## config.mk

```make
export PLATFORM = sky130hd
export DESIGN_NAME = status_led_pattern_generator
export DESIGN_NICKNAME = d
export VERILOG_FILES = /design/src/rtl/slpg_pkg.sv /design/src/rtl/slpg_led_chain.sv /design/src/rtl/status_led_pattern_generator.sv
export SDC_FILE = /design/constraint.sdc
export NUM_CORES = 1
export LEC_CHECK = 0
export ABC_AREA = 1
export BUFFER_PORTS_ARGS = -buffer_cell sky130_fd_sc_hd__buf_4
export CAP_MARGIN = 10
export CORE_UTILIZATION = 41
export CTS_BUF_LIST = sky130_fd_sc_hd__clkbuf_2
export DETAILED_ROUTE_END_ITERATION = 7
export PLACE_DENSITY = 0.64
export SLEW_MARGIN = 25
export SYNTH_ARGS = -nofsm -noshare
export SYNTH_HDL_FRONTEND = slang
export SYNTH_SLANG_ARGS = --single-unit
```

## constraint.sdc

```tcl
create_clock -name clk -period 6 [get_ports clk]
set_input_delay 1.2 -clock clk [delete_from_list [all_inputs] [get_ports clk]]
set_output_delay 1.2 -clock clk [all_outputs]
set_load 0.02 [all_outputs]
```

## src/rtl/slpg_pkg.sv

```systemverilog
// shared types, codes and constants of the status led pattern generator
package slpg_pkg;

    localparam int LED_IDX_W = 6;
    localparam int CFG_IDX_W = 2;
    localparam int CFG_DATA_W = 16;
    localparam int TIME_W = 32;
    localparam int FLAGS_W = 5;

    // configuration register indexes
    localparam logic [CFG_IDX_W-1:0] CFG_PULSE_INTERVAL = 2'd0;
    localparam logic [CFG_IDX_W-1:0] CFG_BLINK_INTERVAL = 2'd1;
    localparam logic [CFG_IDX_W-1:0] CFG_FLASH_INTERVAL = 2'd2;

    localparam logic [CFG_DATA_W-1:0] PULSE_INTERVAL_RST = 16'd10;
    localparam logic [CFG_DATA_W-1:0] BLINK_INTERVAL_RST = 16'd500;
    localparam logic [CFG_DATA_W-1:0] FLASH_INTERVAL_RST = 16'd100;

    // status flag bits
    localparam int FLAG_ERROR = 0;
    localparam int FLAG_INIT = 1;
    localparam int FLAG_STANDBY = 2;
    localparam int FLAG_MAINT = 3;
    localparam int FLAG_SHUTDOWN = 4;
    localparam logic [FLAGS_W-1:0] FLAGS_INIT_ONLY = 5'b00010;

    localparam logic MODE_UPDATE = 1'b0;
    localparam logic MODE_WRITE = 1'b1;

    localparam logic [7:0] STEP = 8'd5;
    localparam logic [7:0] LEVEL_MAX = 8'hFF;

    localparam logic [1:0] PHASE_RG = 2'd0;
    localparam logic [1:0] PHASE_GB = 2'd1;
    localparam logic [1:0] PHASE_BR = 2'd2;

    typedef struct packed {
        logic [7:0] red;
        logic [7:0] green;
        logic [7:0] blue;
    } rgb_t;

    localparam rgb_t RGB_OFF = '{red: 8'h00, green: 8'h00, blue: 8'h00};
    localparam rgb_t RGB_RED = '{red: 8'hFF, green: 8'h00, blue: 8'h00};
    localparam rgb_t RGB_YELLOW = '{red: 8'hFF, green: 8'hFF, blue: 8'h00};
    localparam rgb_t RGB_DIM_GREEN = '{red: 8'h00, green: 8'h01, blue: 8'h00};

    typedef struct packed {
        logic                 mode;
        logic [TIME_W-1:0]    time_ms;
        logic                 user_control;
        logic                 host_alive;
        logic [FLAGS_W-1:0]   status_flags;
        logic [LED_IDX_W-1:0] color_index;
        logic [7:0]           red_in;
        logic [7:0]           green_in;
        logic [7:0]           blue_in;
    } item_t;

    typedef struct packed {
        logic [LED_IDX_W-1:0] led_index;
        logic [7:0]           red;
        logic [7:0]           green;
        logic [7:0]           blue;
        logic                 last_led;
    } result_t;

    function automatic logic [7:0] sat_up(input logic [7:0] v);
        logic [7:0] r;
        r = (v > (LEVEL_MAX - STEP)) ? LEVEL_MAX : v + STEP;
        return r;
    endfunction

    function automatic logic [7:0] sat_down(input logic [7:0] v);
        logic [7:0] r;
        r = (v < STEP) ? 8'd0 : v - STEP;
        return r;
    endfunction

endpackage

```

## src/rtl/slpg_led_chain.sv

```systemverilog
// rotating per-led colour register chain with indexed write and shift-in
module slpg_led_chain #(
    parameter int NUM_LEDS = 8
) (
    input  logic                               clk,
    input  logic                               rst_n,
    input  logic                               wr_en,
    input  logic [slpg_pkg::LED_IDX_W-1:0]     wr_idx,
    input  slpg_pkg::rgb_t                     wr_data,
    input  logic                               shift_en,
    input  slpg_pkg::rgb_t                     shift_data,
    input  logic                               rot_en,
    output slpg_pkg::rgb_t                     tap
);

    localparam int IW = slpg_pkg::LED_IDX_W;

    slpg_pkg::rgb_t ent_reg [NUM_LEDS];

    for (genvar i = 0; i < NUM_LEDS; i++) begin : g_ent
        localparam int NEXT = (i + 1) % NUM_LEDS;
        localparam int PREV = (i == 0) ? 0 : i - 1;

        slpg_pkg::rgb_t ent_next;

        always_comb
        begin
            ent_next = ent_reg[i];
            if (rot_en)
            begin
                // walk entries down one place, entry 0 wraps to the top
                ent_next = ent_reg[NEXT];
            end
            else if (shift_en)
            begin
                ent_next = (i == 0) ? shift_data : ent_reg[PREV];
            end
            else if (wr_en && (wr_idx == IW'(i)))
            begin
                ent_next = wr_data;
            end
        end

        always_ff @(posedge clk or negedge rst_n)
        begin
            if (!rst_n)
            begin
                ent_reg[i] <= slpg_pkg::RGB_OFF;
            end
            else
            begin
                ent_reg[i] <= ent_next;
            end
        end
    end

    assign tap = ent_reg[0];

endmodule

```

## src/rtl/status_led_pattern_generator.sv

```systemverilog
// top level of the status led pattern generator
//
//  channel  | signals                          | direction | word
//  ---------+----------------------------------+-----------+----------------------
//  item     | item_valid, item_ready, item     | in        | update or colour write
//  result   | result_valid, result_ready, res. | out       | one led colour
//  cfg      | cfg_we, cfg_index, cfg_data      | in        | interval registers
//
// an update is accepted, then the decide state picks the pattern and runs the
// shared elapsed-time compare, then one led word per cycle while result_ready
// is high leaves the single output register, read from the rotating colour chains.
// a colour write ends when accepted; an update that does not fire ends in decide.
// result_ready low holds the emit sequence; item_ready is low while busy.
// rst_n resets all pattern state, clears the colour tables and restores the interval defaults.
module status_led_pattern_generator #(
    parameter int NUM_LEDS = 8
) (
    input  logic                              clk,
    input  logic                              rst_n,
    input  logic                              item_valid,
    output logic                              item_ready,
    input  slpg_pkg::item_t                   item,
    output logic                              result_valid,
    input  logic                              result_ready,
    output slpg_pkg::result_t                 result,
    input  logic                              cfg_we,
    input  logic [slpg_pkg::CFG_IDX_W-1:0]    cfg_index,
    input  logic [slpg_pkg::CFG_DATA_W-1:0]   cfg_data
);

    localparam int IW = slpg_pkg::LED_IDX_W;
    localparam int TW = slpg_pkg::TIME_W;
    localparam logic [IW-1:0] LAST_IDX = IW'(NUM_LEDS - 1);

    localparam logic [1:0] ST_IDLE = 2'd0;
    localparam logic [1:0] ST_DECIDE = 2'd1;
    localparam logic [1:0] ST_EMIT = 2'd2;

    // colour source during emit
    localparam logic [1:0] SRC_USER = 2'd0;
    localparam logic [1:0] SRC_SWIRL = 2'd1;
    localparam logic [1:0] SRC_FILL = 2'd2;

    localparam logic [2:0] KIND_USER = 3'd0;
    localparam logic [2:0] KIND_FLASH = 3'd1;
    localparam logic [2:0] KIND_SWIRL = 3'd2;
    localparam logic [2:0] KIND_PULSE = 3'd3;
    localparam logic [2:0] KIND_BLINK = 3'd4;
    localparam logic [2:0] KIND_GREEN = 3'd5;

    logic [slpg_pkg::CFG_DATA_W-1:0] pulse_int_reg;
    logic [slpg_pkg::CFG_DATA_W-1:0] blink_int_reg;
    logic [slpg_pkg::CFG_DATA_W-1:0] flash_int_reg;

    logic [1:0]        state_reg;
    logic [1:0]        state_next;
    slpg_pkg::item_t   item_reg;

    logic [7:0]        swirl_r_reg;
    logic [7:0]        swirl_g_reg;
    logic [7:0]        swirl_b_reg;
    logic [1:0]        swirl_phase_reg;
    logic [7:0]        pulse_level_reg;
    logic              pulse_falling_reg;
    logic [TW-1:0]     pulse_last_reg;
    logic              blink_lit_reg;
    logic [TW-1:0]     blink_last_reg;
    logic              flash_lit_reg;
    logic [TW-1:0]     flash_last_reg;

    logic [1:0]        src_reg;
    slpg_pkg::rgb_t    fill_rgb_reg;
    logic [IW-1:0]     led_cnt_reg;
    slpg_pkg::result_t result_reg;
    logic              result_valid_reg;

    logic              item_acc;
    logic              deciding;
    logic              load;
    logic              last_load;
    logic [slpg_pkg::FLAGS_W-1:0] flags_eff;
    logic [2:0]        kind;
    logic [TW-1:0]     cmp_last;
    logic [slpg_pkg::CFG_DATA_W-1:0] cmp_int;
    logic [TW-1:0]     elapsed;
    logic              fire;
    logic [7:0]        sat_a;
    logic [7:0]        sat_b;
    logic [7:0]        sat_a_up;
    logic [7:0]        sat_b_down;
    logic              phase_done;
    slpg_pkg::rgb_t    swirl_next;
    logic [1:0]        phase_next;
    logic [7:0]        level_next;
    slpg_pkg::rgb_t    user_tap;
    slpg_pkg::rgb_t    swirl_tap;
    slpg_pkg::rgb_t    emit_rgb;

    assign item_ready = (state_reg == ST_IDLE);
    assign item_acc = item_valid && item_ready;
    assign deciding = (state_reg == ST_DECIDE);
    assign load = (state_reg == ST_EMIT) && (!result_valid_reg || result_ready);
    assign last_load = load && (led_cnt_reg == LAST_IDX);

    // pattern priority
    always_comb
    begin
        flags_eff = item_reg.host_alive ? item_reg.status_flags : slpg_pkg::FLAGS_INIT_ONLY;
        if (item_reg.user_control)
        begin
            kind = KIND_USER;
        end
        else if (flags_eff[slpg_pkg::FLAG_ERROR])
        begin
            kind = KIND_FLASH;
        end
        else if (flags_eff[slpg_pkg::FLAG_INIT])
        begin
            kind = KIND_SWIRL;
        end
        else if (flags_eff[slpg_pkg::FLAG_STANDBY])
        begin
            kind = KIND_PULSE;
        end
        else if (flags_eff[slpg_pkg::FLAG_MAINT])
        begin
            kind = KIND_BLINK;
        end
        else if (flags_eff[slpg_pkg::FLAG_SHUTDOWN])
        begin
            kind = KIND_PULSE;
        end
        else
        begin
            kind = KIND_GREEN;
        end
    end

    // shared elapsed-time compare, modulo 2^32
    always_comb
    begin
        case (kind)
            KIND_FLASH:
            begin
                cmp_last = flash_last_reg;
                cmp_int = flash_int_reg;
            end
            KIND_BLINK:
            begin
                cmp_last = blink_last_reg;
                cmp_int = blink_int_reg;
            end
            default:
            begin
                cmp_last = pulse_last_reg;
                cmp_int = pulse_int_reg;
            end
        endcase
        elapsed = item_reg.time_ms - cmp_last;
        fire = (elapsed >= TW'(cmp_int));
    end

    // one saturating step pair for the colour wheel
    always_comb
    begin
        case (swirl_phase_reg)
            slpg_pkg::PHASE_RG:
            begin
                sat_a = swirl_r_reg;
                sat_b = swirl_g_reg;
            end
            slpg_pkg::PHASE_GB:
            begin
                sat_a = swirl_g_reg;
                sat_b = swirl_b_reg;
            end
            default:
            begin
                sat_a = swirl_b_reg;
                sat_b = swirl_r_reg;
            end
        endcase
        sat_a_up = slpg_pkg::sat_up(sat_a);
        sat_b_down = slpg_pkg::sat_down(sat_b);
        phase_done = (sat_a_up == slpg_pkg::LEVEL_MAX) && (sat_b_down == 8'd0);
        case (swirl_phase_reg)
            slpg_pkg::PHASE_RG:
            begin
                swirl_next = '{red: sat_a_up, green: sat_b_down, blue: swirl_b_reg};
                phase_next = phase_done ? slpg_pkg::PHASE_GB : swirl_phase_reg;
            end
            slpg_pkg::PHASE_GB:
            begin
                swirl_next = '{red: swirl_r_reg, green: sat_a_up, blue: sat_b_down};
                phase_next = phase_done ? slpg_pkg::PHASE_BR : swirl_phase_reg;
            end
            default:
            begin
                swirl_next = '{red: sat_b_down, green: swirl_g_reg, blue: sat_a_up};
                phase_next = phase_done ? slpg_pkg::PHASE_RG : swirl_phase_reg;
            end
        endcase
    end

    assign level_next = pulse_falling_reg ? pulse_level_reg - slpg_pkg::STEP
                                          : pulse_level_reg + slpg_pkg::STEP;

    always_comb
    begin
        state_next = state_reg;
        case (state_reg)
            ST_IDLE:
            begin
                if (item_acc && (item.mode == slpg_pkg::MODE_UPDATE))
                begin
                    state_next = ST_DECIDE;
                end
            end
            ST_DECIDE:
            begin
                if ((kind == KIND_FLASH || kind == KIND_PULSE || kind == KIND_BLINK) && !fire)
                begin
                    state_next = ST_IDLE;
                end
                else
                begin
                    state_next = ST_EMIT;
                end
            end
            ST_EMIT:
            begin
                if (last_load)
                begin
                    state_next = ST_IDLE;
                end
            end
            default:
            begin
                state_next = ST_IDLE;
            end
        endcase
    end

    always_ff @(posedge clk or negedge rst_n)
    begin
        if (!rst_n)
        begin
            pulse_int_reg <= slpg_pkg::PULSE_INTERVAL_RST;
            blink_int_reg <= slpg_pkg::BLINK_INTERVAL_RST;
            flash_int_reg <= slpg_pkg::FLASH_INTERVAL_RST;
        end
        else if (cfg_we)
        begin
            case (cfg_index)
                slpg_pkg::CFG_PULSE_INTERVAL: pulse_int_reg <= cfg_data;
                slpg_pkg::CFG_BLINK_INTERVAL: blink_int_reg <= cfg_data;
                slpg_pkg::CFG_FLASH_INTERVAL: flash_int_reg <= cfg_data;
                default: ;
            endcase
        end
    end

    always_ff @(posedge clk)
    begin
        if (item_acc)
        begin
            item_reg <= item;
        end
    end

    always_ff @(posedge clk or negedge rst_n)
    begin
        if (!rst_n)
        begin
            state_reg <= ST_IDLE;
            swirl_r_reg <= 8'hFF;
            swirl_g_reg <= 8'h00;
            swirl_b_reg <= 8'h00;
            swirl_phase_reg <= slpg_pkg::PHASE_GB;
            pulse_level_reg <= 8'h00;
            pulse_falling_reg <= 1'b0;
            pulse_last_reg <= '0;
            blink_lit_reg <= 1'b0;
            blink_last_reg <= '0;
            flash_lit_reg <= 1'b0;
            flash_last_reg <= '0;
            src_reg <= SRC_FILL;
            fill_rgb_reg <= slpg_pkg::RGB_OFF;
            led_cnt_reg <= '0;
        end
        else
        begin
            state_reg <= state_next;
            if (deciding)
            begin
                led_cnt_reg <= '0;
                case (kind)
                    KIND_USER:
                    begin
                        src_reg <= SRC_USER;
                    end
                    KIND_SWIRL:
                    begin
                        src_reg <= SRC_SWIRL;
                        swirl_r_reg <= swirl_next.red;
                        swirl_g_reg <= swirl_next.green;
                        swirl_b_reg <= swirl_next.blue;
                        swirl_phase_reg <= phase_next;
                    end
                    KIND_FLASH:
                    begin
                        src_reg <= SRC_FILL;
                        if (fire)
                        begin
                            fill_rgb_reg <= flash_lit_reg ? slpg_pkg::RGB_OFF : slpg_pkg::RGB_RED;
                            flash_lit_reg <= !flash_lit_reg;
                            flash_last_reg <= item_reg.time_ms;
                        end
                    end
                    KIND_BLINK:
                    begin
                        src_reg <= SRC_FILL;
                        if (fire)
                        begin
                            fill_rgb_reg <= blink_lit_reg ? slpg_pkg::RGB_OFF
                                                          : slpg_pkg::RGB_YELLOW;
                            blink_lit_reg <= !blink_lit_reg;
                            blink_last_reg <= item_reg.time_ms;
                        end
                    end
                    KIND_PULSE:
                    begin
                        src_reg <= SRC_FILL;
                        if (fire)
                        begin
                            fill_rgb_reg <= '{red: 8'h00, green: 8'h00, blue: level_next};
                            pulse_level_reg <= level_next;
                            // turn around at either end of the range
                            if (level_next == slpg_pkg::LEVEL_MAX || level_next == 8'h00)
                            begin
                                pulse_falling_reg <= !pulse_falling_reg;
                            end
                            pulse_last_reg <= item_reg.time_ms;
                        end
                    end
                    default:
                    begin
                        src_reg <= SRC_FILL;
                        fill_rgb_reg <= slpg_pkg::RGB_DIM_GREEN;
                    end
                endcase
            end
            else if (load)
            begin
                led_cnt_reg <= led_cnt_reg + IW'(1);
            end
        end
    end

    slpg_led_chain #(
        .NUM_LEDS   (NUM_LEDS)
    ) u_user_chain (
        .clk        (clk),
        .rst_n      (rst_n),
        .wr_en      (item_acc && (item.mode == slpg_pkg::MODE_WRITE)),
        .wr_idx     (item.color_index),
        .wr_data    ('{red: item.red_in, green: item.green_in, blue: item.blue_in}),
        .shift_en   (1'b0),
        .shift_data (slpg_pkg::RGB_OFF),
        .rot_en     (load && (src_reg == SRC_USER)),
        .tap        (user_tap)
    );

    slpg_led_chain #(
        .NUM_LEDS   (NUM_LEDS)
    ) u_swirl_chain (
        .clk        (clk),
        .rst_n      (rst_n),
        .wr_en      (1'b0),
        .wr_idx     ('0),
        .wr_data    (slpg_pkg::RGB_OFF),
        .shift_en   (deciding && (kind == KIND_SWIRL)),
        .shift_data (swirl_next),
        .rot_en     (load && (src_reg == SRC_SWIRL)),
        .tap        (swirl_tap)
    );

    always_comb
    begin
        case (src_reg)
            SRC_USER: emit_rgb = user_tap;
            SRC_SWIRL: emit_rgb = swirl_tap;
            default: emit_rgb = fill_rgb_reg;
        endcase
    end

    always_ff @(posedge clk or negedge rst_n)
    begin
        if (!rst_n)
        begin
            result_valid_reg <= 1'b0;
        end
        else if (load)
        begin
            result_valid_reg <= 1'b1;
        end
        else if (result_ready)
        begin
            result_valid_reg <= 1'b0;
        end
    end

    always_ff @(posedge clk)
    begin
        if (load)
        begin
            result_reg.led_index <= led_cnt_reg;
            result_reg.red <= emit_rgb.red;
            result_reg.green <= emit_rgb.green;
            result_reg.blue <= emit_rgb.blue;
            result_reg.last_led <= (led_cnt_reg == LAST_IDX);
        end
    end

    assign result_valid = result_valid_reg;
    assign result = result_reg;

endmodule

```

======== Word-level counts from Yosys, hierarchy flattened ========
Index checks and enable logic that the tools add are counted.
cells by class
  add/sub/neg operators ................... 6
  $mul .................................... 0
  div/mod/pow operators ................... 0
  order comparisons ....................... 3
  eq/ne operators ......................... 25
  shift operators ......................... 0
  muxes and demuxes ....................... 67
  bitwise logic cells ..................... 2
  reduce and logical (&&, ||, !) cells .... 58
operator list
  cell                   count
  $mux W24               37
  $pmux W24 S2           2
  $pmux W24 S4           1
  $pmux W32 S2           1
  $ge A32 B16 Y1         1
  $pmux W16 S2           1
  $pmux W8 S2            2
  $sub A32 B32 Y32       1
  $eq A6 B3 Y1 const B   5
  $mux W8                3
  $reduce_bool A2 Y1     11
  $logic_and A1 B1 Y1    18
  $mux W3                6
  $add A8 B3 Y8 const B  2
  $eq A8 B8 Y1 const B   2
  $logic_not A8 Y1       2
  $sub A8 B3 Y8 const B  2
  $eq A6 B2 Y1 const B   2
  $mux W2                6
  $mux W6                2
  $reduce_and A3 Y1      4
  $reduce_and A2 Y1      5
  $eq A2 B1 Y1 const B   4
  $gt A8 B8 Y1 const B   1
  22 further kinds       40
word-level totals
  bits in registers ....................... 670
  latch bits .............................. 0
  memory bits (writable) .................. 0
  memory bits (read-only) ................. 0
  word-level logic and storage cells ...... 239
  memories ................................ 0

======== Depth between registers and ports, before layout ========
  word-level depth ........................ 15
  gate-level depth with buffers ........... 34

======== By module ========
A second synthesis with hierarchy kept.
unflattened totals
  cell total of the unflattened synthesis .. 5845
  area, all modules ....................... 39578.0 um2
modules (own cells, without submodules)
  module                        times used  cells an instance  area an instance (um2)  seq. area each (um2)
  slpg_led_chain                2           1938               12035.3                 4804.6
  status_led_pattern_generator  1           1969               15507.4                 7208.2

======== Worst setup path before layout ========
OpenSTA, ideal clock, no wires.
  path kind ............................... register to register
  start ................................... register item_reg[35] (netlist bit)
  end ..................................... register blink_last_reg[23]
  data arrival time ....................... 4.314 ns
  setup slack ............................. 1.568 ns
  cell stages (with the launch flop) ...... 30
  path buffers ............................ 5
  period minus slack after synthesis ...... 4.432 ns
  path through ............................ edfxtp_1 -> a21oi_1 -> nand2_1 -> nor2_1 -> clkbuf_1 -> clkbuf_1 -> a22o_1 -> a21oi_1 -> ha_1 -> buf_4 -> a21oi_1 -> nand2_1 -> nand2_1 -> nand2_1 -> nand2_1 -> nand2_1 -> xor2_1 -> ha_1 -> a21oi_1 -> nor2_1 -> a211oi_1 -> nand2_1 -> nor2_1 -> nand3_1 -> nor3_4 -> nand3_4 -> buf_2 -> buf_2 -> nand4_1 -> nand2_1
between the ends
  cells in the longest elaborated chain, start to end .. 12
RTL lines
  item                                                 line                                                                      source
  start: declaration                                   status_led_pattern_generator.sv:57                                        slpg_pkg::item_t item_reg;
  start signal: assignment                             status_led_pattern_generator.sv:267                                       item_reg <= item;
  $mux W5 (*)                                          status_led_pattern_generator.sv:108                                       flags_eff = item_reg.host_alive ? item_reg.status_flags : slpg_pkg::FLAGS_INIT_ONLY;
  $mux W3                                              status_led_pattern_generator.sv:129                                       else if (flags_eff[slpg_pkg::FLAG_SHUTDOWN])
  $mux W3                                              status_led_pattern_generator.sv:125                                       else if (flags_eff[slpg_pkg::FLAG_MAINT])
  $mux W3                                              status_led_pattern_generator.sv:121                                       else if (flags_eff[slpg_pkg::FLAG_STANDBY])
  $mux W3                                              status_led_pattern_generator.sv:117                                       else if (flags_eff[slpg_pkg::FLAG_INIT])
  $mux W3 (*)                                          status_led_pattern_generator.sv:113                                       else if (flags_eff[slpg_pkg::FLAG_ERROR])
  $mux W3 (*)                                          status_led_pattern_generator.sv:109                                       if (item_reg.user_control)
  $eq A3 B3 Y1 / $eq A3 B1 Y1 (equally long branches)  status_led_pattern_generator.sv:142, status_led_pattern_generator.sv:297
  $pmux W32 S2                                         status_led_pattern_generator.sv:142                                       case (kind)
  $sub A32 B32 Y32                                     status_led_pattern_generator.sv:159                                       elapsed = item_reg.time_ms - cmp_last;
  $ge A32 B16 Y1                                       status_led_pattern_generator.sv:160                                       fire = (elapsed >= TW'(cmp_int));
  $reduce_and A3 Y1 (no source line) (*)               n/a
  end signal: assignment                               status_led_pattern_generator.sv:328                                       blink_last_reg <= item_reg.time_ms;
  end: declaration                                     status_led_pattern_generator.sv:67                                        logic [TW-1:0] blink_last_reg;
Mark *: on every way between the ends. The rest lies on a longest branch, timed or not.
A chain may end at the register's enable or synchronous reset.

======== Final worst setup path ========
  start ................................... register item_reg[35] (netlist bit)
  end ..................................... register pulse_level_reg[0]
between the ends
  cells in the longest elaborated chain, start to end .. 12
RTL lines
  item                                                 line                                 source
  $mux W5 (*)                                          status_led_pattern_generator.sv:108
  $mux W3                                              status_led_pattern_generator.sv:129
  $mux W3                                              status_led_pattern_generator.sv:125
  $mux W3                                              status_led_pattern_generator.sv:121
  $mux W3                                              status_led_pattern_generator.sv:117
  $mux W3 (*)                                          status_led_pattern_generator.sv:113
  $mux W3 (*)                                          status_led_pattern_generator.sv:109
  $eq A3 B3 Y1 / $eq A3 B1 Y1 (equally long branches)  status_led_pattern_generator.sv:142
  $pmux W32 S2                                         status_led_pattern_generator.sv:142
  $sub A32 B32 Y32                                     status_led_pattern_generator.sv:159
  $ge A32 B16 Y1                                       status_led_pattern_generator.sv:160
  $reduce_and A3 Y1 (no source line) (*)               n/a
  end signal: assignment                               status_led_pattern_generator.sv:337  pulse_level_reg <= level_next;
  end: declaration                                     status_led_pattern_generator.sv:63   logic [7:0] pulse_level_reg;
Marked as above.

==> flow_summary_export.csv <==
group,metric,value,unit
place,gp_congestion,0.933,
drt,num_vias,26700,
sta,finalSetupTns,0,ns
pwr,ir_worst_vdd,0.242,mV
clock_network,clockRootBuffer,"clkbuf_2",
synthesis,synth_edf_count,70,
worst_hold_path,hold-path-endpoint,"pulse_int_reg[13]",
pwr,p_per_area,438,nW/um^2
critical_path,critical_path_arrival,6.48,ns
clock_network,hold_buffers,53,
sta,rsz0062_at_grt,"no",
synthesis,ys_ff_latch,657,
sta,clock_skew,0.139,ns
cells_and_area,drive_gt1_frac,0.137,
synthesis,syn-mean-instance-area,8.67,sq um
synthesis,ys_types,47,
global_routing,grtUsageTotal,0.220,
cells_and_area,fin_cells,5020,
sta,worst_pin_slew,1.09,ns
global_routing,gr-max-usage-layer,"met2",
global_routing,grt_pass1_wl,139000,um
floorplan,dieHeight,280,um
synthesis,ys.flop_type,"dfrtp_1",
critical_path,end_kind,"flip-flop",
sta,fmax,190,MHz
worst_hold_path,hp-class,"in2reg",
clock_network,clk_pin_slew,0.10,ns
floorplan,io_pins,126,
drt,drt_iter0_drc,2255,
floorplan,die_area,78400,sq um
cells_and_area,area_delta_synth_final,12.9,%
cells_and_area,regArea,16800,sq um
synthesis,ys_warn_count,0,
place,numPortBuffers,125,
critical_path,path_class,"reg2reg",
critical_path,r2r_cells,27,
synthesis,postSynthNetCount,3811,
place,place_inst,4639,
synthesis,syn_inst,3657,
clock_network,post-cts-setup-buffers,0,
synthesis,ys_seq_area_frac,0.530,
critical_path,cp.required,7.22,ns
cells_and_area,fin_nets,3994,
sta,post-route-period-util,0.876,
synthesis,synthArstFlopShare,0.893,
clock_network,htree_levels,4,
outcome,status,"complete, no violations",
drt,ant_nets,0,
sta,slew_viol_final,0,
pwr,finalPower,15.7,mW
synthesis,netlist_area,31700,sq um
critical_path,r2r-end,"pulse_level_reg[0]",
run,drv_cap,0,
critical_path,r2r-start,"item_reg[35]",
clock_network,clk_latency,1.40,ns
sta,slew-limit-headroom,0.276,
cells_and_area,multi_input_area,12700,sq um
floorplan,core,76200,sq um
worst_hold_path,hold_path.startpoint,"cfg_data[13]",
global_routing,grt_pass1_vias,25800,
critical_path,start_kind,"flip-flop",
clock_network,cts_made_buffers,176,
critical_path,r2r_slack,0.74,ns
worst_hold_path,hold_depth,3,
clock_network,cts_tree,"done",
sta,finalHoldViolations,0,
critical_path,crit_fanout,37,
drt,drtPass1Iterations,5,
sta,period_needed,5.26,ns
global_routing,grtUsageMet2,0.339,
global_routing,grt_start_max_net_pins,156,
global_routing,use_met3,0.0384,
global_routing,antenna_found_initial,2,
clock_network,cts_resized,0,
clock_network,cts_sinks,657,
global_routing,use_met1,0.313,
floorplan,start_util,0.416,
sta,setup_violations,0,
floorplan,die_w,280,um
drt,drt-vias-per-instance,5.32,
clock_network,cts_buffer_depth,3,
drt,post_drt_wl_per_cell,16.9,um
drt,drc,0,
cells_and_area,fillerInstances,7511,
floorplan,rows,101,
pwr,p_leak,17.2,nW
place,post-dp-hpwl,52600,um
drt,wl,84800,um
global_routing,gr-total-overflow,0,
power by group:
part           total [mW]  internal [mW]  switching (mW)
Clock                3.27           1.32            1.95
Sequential           6.85           5.99           0.854
Combinational        5.56           1.92            3.64
Total                15.7           9.23            6.45
per-stage QoR:
stage / hold WS [ns] / utilization / area (sq um) / setup WS (ns)
global placement: 0.454 / 0.440 / 33500 / 0.882
finish: 0.169 / 0.470 / 35800 / 0.742
global route: 0.0688 / 0.470 / 35800 / 0.213
detailed placement: 0.457 / 0.440 / 33600 / 0.828
CTS: 0.00256 / 0.470 / 35800 / 0.721
floorplan: 0.436 / - / 31700 / 1.57
worst max path at each step:
stage | slack [ns] | to | startpoint
6_report | 0.74 | pulse_level_reg[0] | item_reg[35]
5_1_grt | 0.21 | fill_rgb_reg[22] | item_reg[35]
4_1_cts | 0.72 | pulse_level_reg[0] | item_reg[35]
3_5_place_dp | 0.83 | pulse_level_reg[7] | item_reg[35]
3_3_place_gp | 0.88 | pulse_last_reg[20] | item_reg[35]
2_1_floorplan | 1.57 | blink_last_reg[23] | item_reg[35]
Yosys cell counts, types with 46 or more instances:
cell type  number  share of area
a22o_1         46          0.013
o211ai_1      190          0.045
clkbuf_1      161          0.019
nor2_1        130          0.015
edfxtp_1       70          0.066
nand4_1       122          0.024
nor3_1         72          0.011
a21oi_1       141          0.022
dfrtp_1       566           0.45
o221ai_1       91          0.025
nand2_1      1109           0.13
o21ai_0       154          0.024
nand3_1        91          0.014
ha_1           59          0.023
inv_1         371          0.044
layer usage:
layer,vias up,part of all wire
met4,0,0.019
met5,-,0
met2,739,0.45
li1,12900,-
met1,12900,0.47
met3,112,0.056
cell usage in the layout (no fill, tap or decap), types with 8 or more instances in the layout:
cell | netlist | routed
a211oi_1 | 14 | 14
a21oi_1 | 141 | 141
a221oi_1 | 40 | 40
a22o_1 | 46 | 46
a22oi_1 | 33 | 33
buf_4 | 3 | 160
clkbuf_2 | 0 | 283
clkinv_1 | 3 | 27
clkinv_2 | 0 | 8
dfrtp_1 | 566 | 566
dfstp_2 | 21 | 21
dlygate4sd3_1 | 0 | 53
edfxtp_1 | 70 | 70
ha_1 | 59 | 59
inv_1 | 371 | 361
inv_2 | 10 | 17
nand2_1 | 1109 | 1108
nand3_1 | 91 | 87
nand4_1 | 122 | 122
nor2_1 | 130 | 117
nor2_2 | 4 | 10
nor3_1 | 72 | 71
o211ai_1 | 190 | 190
o21ai_0 | 154 | 154
o221ai_1 | 91 | 91
o22ai_1 | 40 | 40
xor2_1 | 19 | 19
cell families after synthesis:
kind of cell	synth area share
AND/OR/NAND/NOR	0.203
AO/OA/AOI/OAI	0.163
flip-flops	0.530
buffers and inverters	0.0723
adder cells (fa/ha/maj)	0.0245
XOR/XNOR	0.00635
cell type report:
cell class,instances,share of cell area
antenna,2,0.000140
tap,1030,0.0360
timing repair buffer,220,0.0519
inverter,384,0.0404
clock buffer,283,0.0396
sequential,657,0.470
multi-input combinational,2401,0.354
clock inverter,43,0.00755
worst max-delay path: stages, from the launching register on:
cell      delay, ns
edfxtp_1       0.42
a21oi_1        0.20
nand2_1        0.13
nor2_4         0.19
buf_4          0.43
a22o_1         0.20
a21oi_1        0.04
ha_1           0.38
nand2_1        0.16
nor2_1         0.28
nand3_1        0.18
nand3_1        0.16
xor2_1         0.17
ha_1           0.24
inv_1          0.08
nor3_1         0.05
nor3_1         0.14
nand2_1        0.11
nand2_1        0.07
nand2_1        0.05
nor2_1         0.10
nand3_1        0.12
nor3_4         0.18
nand3_4        0.13
nand3_2        0.34
buf_4          0.40
nand2_1        0.09
nand2_1        0.08
(Power assumes the default switching activity.)
